### src/vrm_pkg.sv
// Shared types, constants and address/region helpers for the video RAM mirror tracker.
package vrm_pkg;

    // Storage geometry: 96 KiB held as 32-bit words
    localparam int unsigned VRAM_WORDS = 24576;
    localparam int unsigned IDX_W      = 15;
    localparam int unsigned ADDR_W     = 17;
    localparam int unsigned DATA_W     = 32;

    // Screen region sizes in bytes
    localparam int unsigned MODE3_BYTES      = 76800;
    localparam int unsigned MODE4_PAGE_BYTES = 40960;
    localparam int unsigned MODE4_BYTES      = 38400;
    localparam int unsigned MODE5_BYTES      = 40960;
    localparam int unsigned MAP_REGION_BYTES = 65536;
    localparam int unsigned BG_TILE_BYTES    = 65536;

    // Visible span of one mode 4 page (a page never reaches past its stride)
    localparam int unsigned MODE4_SPAN =
        (MODE4_BYTES < MODE4_PAGE_BYTES) ? MODE4_BYTES : MODE4_PAGE_BYTES;
    localparam int unsigned MODE4_P1_LO  = MODE4_PAGE_BYTES;
    localparam int unsigned MODE4_P1_HI  = MODE4_PAGE_BYTES + MODE4_SPAN;
    localparam int unsigned MODE5_P1_LO  = MODE5_BYTES;
    localparam int unsigned MODE5_P1_HI  = 2 * MODE5_BYTES;

    // Request codes
    localparam logic [1:0] REQ_LOAD  = 2'd0;
    localparam logic [1:0] REQ_STORE = 2'd1;
    localparam logic [1:0] REQ_CLEAR = 2'd2;

    // Access size codes (anything else acts as a word)
    localparam logic [1:0] SIZE_BYTE = 2'd0;
    localparam logic [1:0] SIZE_HALF = 2'd1;

    // One request word after address mapping
    typedef struct packed {
        logic [1:0]        req_type;
        logic [1:0]        access_size;
        logic [ADDR_W-1:0] address;
        logic [DATA_W-1:0] write_data;
    } req_t;

    // Dirty flags, lsb is mode 3
    typedef struct packed {
        logic obj_chr;
        logic bg_chr;
        logic scroll_map;
        logic affine_map;
        logic mode5_page1;
        logic mode5_page0;
        logic mode4_page1;
        logic mode4_page0;
        logic mode3;
    } dirty_t;

    // Outcome of one read-modify-write step
    typedef struct packed {
        logic              wr_en;
        logic [DATA_W-1:0] wr_word;
        logic [DATA_W-1:0] read_data;
        dirty_t            set;
        logic              clear;
    } rmw_t;

    // Fold the 17-bit bus address onto the 96 KiB store
    function automatic logic [ADDR_W-1:0] map_address(input logic [ADDR_W-1:0] a);
        map_address = a[16] ? {2'b10, a[14:0]} : {1'b0, a[15:0]};
    endfunction

    // Regions that hold a mapped byte address
    function automatic dirty_t region_of(input logic [ADDR_W-1:0] a);
        logic [31:0] w;
        dirty_t      d;
        w             = {{(32 - ADDR_W){1'b0}}, a};
        d.mode3       = (w < MODE3_BYTES);
        d.mode4_page0 = (w < MODE4_SPAN);
        d.mode4_page1 = (w >= MODE4_P1_LO) && (w < MODE4_P1_HI);
        d.mode5_page0 = (w < MODE5_BYTES);
        d.mode5_page1 = (w >= MODE5_P1_LO) && (w < MODE5_P1_HI);
        d.affine_map  = (w < MAP_REGION_BYTES);
        d.scroll_map  = (w < MAP_REGION_BYTES);
        d.bg_chr      = (w < BG_TILE_BYTES);
        d.obj_chr     = !(w < BG_TILE_BYTES);
        region_of     = d;
    endfunction

endpackage

### src/vrm_rmw.sv
// Load extraction, store merge/compare and dirty-region marking for one word.
module vrm_rmw (
    input  vrm_pkg::req_t                req,
    input  logic [vrm_pkg::DATA_W-1:0]   old_word,
    output vrm_pkg::rmw_t                res
);

    logic [15:0] old_half;
    logic [15:0] v16;
    logic [31:0] merged;
    logic [16:0] half_addr;
    logic [16:0] word_addr;

    // Halfword view of the stored word
    assign old_half  = req.address[1] ? old_word[31:16] : old_word[15:0];
    assign v16       = (req.access_size == vrm_pkg::SIZE_BYTE)
                       ? {req.write_data[7:0], req.write_data[7:0]}
                       : req.write_data[15:0];
    assign merged    = req.address[1] ? {v16, old_word[15:0]} : {old_word[31:16], v16};
    assign half_addr = {req.address[16:1], 1'b0};
    assign word_addr = {req.address[16:2], 2'b00};

    always_comb
    begin
        res.wr_en     = 1'b0;
        res.wr_word   = merged;
        res.read_data = '0;
        res.set       = '0;
        res.clear     = 1'b0;
        case (req.req_type)
            vrm_pkg::REQ_LOAD:
            begin
                case (req.access_size)
                    vrm_pkg::SIZE_BYTE:
                    begin
                        case (req.address[1:0])
                            2'd0:    res.read_data = {24'd0, old_word[7:0]};
                            2'd1:    res.read_data = {24'd0, old_word[15:8]};
                            2'd2:    res.read_data = {24'd0, old_word[23:16]};
                            default: res.read_data = {24'd0, old_word[31:24]};
                        endcase
                    end
                    vrm_pkg::SIZE_HALF: res.read_data = {16'd0, old_half};
                    default:            res.read_data = old_word;
                endcase
            end
            vrm_pkg::REQ_STORE:
            begin
                case (req.access_size)
                    vrm_pkg::SIZE_BYTE:
                    begin
                        // byte stores to the upper 32 KiB are dropped
                        if (!req.address[16] && (old_half != v16))
                        begin
                            res.wr_en = 1'b1;
                            res.set   = vrm_pkg::region_of(half_addr);
                        end
                    end
                    vrm_pkg::SIZE_HALF:
                    begin
                        if (old_half != v16)
                        begin
                            res.wr_en = 1'b1;
                            res.set   = vrm_pkg::region_of(half_addr);
                        end
                    end
                    default:
                    begin
                        res.wr_word = req.write_data;
                        // equal word: nothing to write
                        if (old_word == req.write_data)
                        begin
                            res.wr_en = 1'b0;
                        end
                        else
                        begin
                            res.wr_en = 1'b1;
                            res.set   = vrm_pkg::region_of(word_addr);
                        end
                    end
                endcase
            end
            vrm_pkg::REQ_CLEAR: res.clear = 1'b1;
            default:            res.clear = 1'b0;
        endcase
    end

endmodule

### config.mk
export PLATFORM = sky130hd
export DESIGN_NAME = vrm_rmw
export DESIGN_NICKNAME = d
export VERILOG_FILES = /design/src/vrm_pkg.sv /design/src/vrm_rmw.sv
export SDC_FILE = /design/constraint.sdc
export NUM_CORES = 1
export LEC_CHECK = 0
export BUFFER_PORTS_ARGS = -buffer_cell sky130_fd_sc_hd__buf_2
export CAP_MARGIN = 20
export CORE_AREA = 2 2 72 74
export DETAILED_ROUTE_END_ITERATION = 8
export DIE_AREA = 0 0 74 76
export PLACE_DENSITY = 0.89
export SETUP_SLACK_MARGIN = 0.05
export SYNTH_ARGS = -nofsm -noshare
export SYNTH_HDL_FRONTEND = slang
export SYNTH_SLANG_ARGS = --single-unit
### constraint.sdc
create_clock -name vclk -period 3.1
set_input_delay 0.155 -clock vclk [all_inputs]
set_output_delay 0.155 -clock vclk [all_outputs]
set_load 0.02 [all_outputs]
==> out/metrics.cfg <==
[synth]
syn_avg_cell_area_um2 = 6.56
ys.warnings.count = 0
synthesis.area_um2 = 2160
yosysSeqAreaShare = 0
synth_area_leaders = xor2_1 (15%), mux2i_1 (14%), o21ai_0 (8.8%), mux2_2 (7.3%), nand2_1 (6.1%)
yosys.area.top_type_share = 0.146
mappedNetlistNets = 415
synth.distinct_cells = 35
synth_largest_area_cell = xor2_1
netlist_instances = 330

[sta]
finalMaxSlewViolations = 0
setup_ws_ns = 0.539
whs_ns = 0.615
rsz0062_at_grt = false
min_period_ns = 2.56
tightestPinTransition_ns = 1.04
final.setup.tns_ns = 0
setup_viol = 0
min_period_over_period = 0.826
finalHoldViolations = 0
fmax_mhz = 390
slew_headroom = 0.302

[pwr]
swShare = 0.615
internal_power_mw = 0.197
irDropWorstVdd_v = 0.0000831
leakagePower_nw = 1.53
pwr-share-seq = 0
power.switching_mw = 0.315
power_density_nw_per_um2 = 175
combPwrFrac = 1.000
pwr-share-clk = 0

[critical_path]
crit_chain = buf_2 > nor2_4 > mux2i_1 > xor2_1 > nand4_1 > nor4_4 > a2111oi_0 > buf_2
cp-end-kind = output port
crit_path_frequent_cell = buf_2
cp_max_fo = 14
crit_end = res[74]
crit_required_ns = 2.94
crit_slowest_cell = nor4_4
crit_path_start = req[49]
critPathMaxStageDelay_ns = 0.54
cp_data_arrival_time_ns = 2.41
critPathKind = input pin to output port
crit_path_start_kind = input pin

[flow_run]
drv_cap = 0

[hold_path]
hold_class = input pin to output port
hp-start = req[51]

[clock_tree]
ctsHoldBuffers = 0
cts_setup_buffers = 0
ctsResizeCount = 0

[die]
die_h_um = 76
pin_count = 160
fp.dieW_um = 74
placementRows = 26
start_util = 0.441
core_region_area_um2 = 4910
dieArea_um2 = 5620

[cells_and_area]
numSequentialCells = 0
diodes = 0
regArea_um2 = 0
layout.cells.non_filler = 532
post-route-util = 0.597
drive_gt1_frac = 0.390
n_clock_buffer = 0
final_nets = 549
syn_to_final_growth_pct = 35.4

[placed_design]
io_buffers = 153
dp_slack_ns = 0.589
dp_hpwl_um = 6740
place.gp.congestion = 0.904
place_inst = 532

[drt]
drcViolationCount = 0
drtPass1Iterations = 5
vias = 3015
post_drt_wl_per_cell_um = 16.1
antenna_left = 0
first_iter_violations = 147
avgViaCountPerCell = 5.67
finalWirelength_um = 8550

[grt]
grt_use_total = 0.289
grt_pass1_vias = 2815
overflow = 0
grt_max_degree = 37
grt_pass1_wl_um = 13300
antenna_found_initial = 0

[run_status]
outcome = finished clean

## Yosys cell counts, drive strengths merged (4+ instances only)
| master | number |
|---|---|
| nor2 | 28 |
| a211oi | 7 |
| nor4 | 12 |
| a22oi | 12 |
| clkbuf | 18 |
| xor2 | 36 |
| or3 | 4 |
| inv | 5 |
| xnor2 | 12 |
| mux2 | 15 |
| nand3 | 5 |
| and3 | 15 |
| buf | 8 |
| nor3 | 6 |
| a21oi | 20 |
| o21ai | 38 |
| nand2 | 35 |
| mux2i | 31 |
## metal layers
metal  GRT usage  routed length, um  share of wire  up-vias
met5           0                  0              0        -
met4      0.0600                204          0.024        0
met3      0.0317                729          0.085       20
met2       0.508               4180           0.49      164
met1       0.372               3440           0.40     1373
li1            -                  -              -     1458
## per-stage QoR
stage          total power, mW  cell area (um2)
2_1_floorplan            0.313             2160
3_3_place_gp             0.499             2930
3_5_place_dp             0.505             2930
4_1_cts                  0.507             2930
5_1_grt                  0.553             2930
6_report                 0.511             2930
## worst min-delay path by stage
stage              to  cells after the start  slack [ns]
6_report       res[0]                      3        0.62
5_1_grt        res[0]                      3        0.63
4_1_cts        res[0]                      3        0.61
3_5_place_dp   res[0]                      3        0.61
3_3_place_gp   res[0]                      3        0.60
2_1_floorplan  res[0]                      1        0.39
## logic make-up (layout without fill, tap and decap cells)
family / after synthesis / after routing / share of synthesized area
simple gates: 117 / 117 / 0.272
compound gates: 88 / 88 / 0.240
xor+xnor: 48 / 48 / 0.198
mux: 46 / 46 / 0.223
buf+inv: 31 / 163 / 0.0676
## critical path: cells and delay by family
family | cells | cell delay (ns)
buffers and inverters | 2 | 0.38
XOR/XNOR | 1 | 0.18
AND/OR/NAND/NOR | 3 | 1.14
AO/OA/AOI/OAI | 1 | 0.13
multiplexers | 1 | 0.43
## power groups by stage
stage          Sequential [mW]  Combinational (mW)  Clock [mW]
3_3_place_gp                 0               0.499           0
2_1_floorplan                0               0.313           0
5_1_grt                      0               0.553           0
3_5_place_dp                 0               0.505           0
6_report                     0               0.511           0
4_1_cts                      0               0.507           0
## layout make-up
class / count / area (um2)
Multi-Input combinational cell: 299 / 2020
Fill cell: 503 / 1980
Timing Repair Buffer: 158 / 803
Tap cell: 70 / 87.6
Inverter: 5 / 18.8
## cell usage in the layout, fill, tap and decap left out, types with 6 or more instances in the layout
cell / count
a211oi_1: 7
a21oi_1: 20
a22oi_1: 12
and3_1: 15
buf_2: 153
mux2_2: 14
mux2i_1: 31
nand2_1: 35
nor2_1: 26
nor3_1: 6
nor4_1: 11
o21ai_0: 38
xnor2_1: 11
xor2_1: 36
No activity file was read; power rests on OpenSTA's default activity.
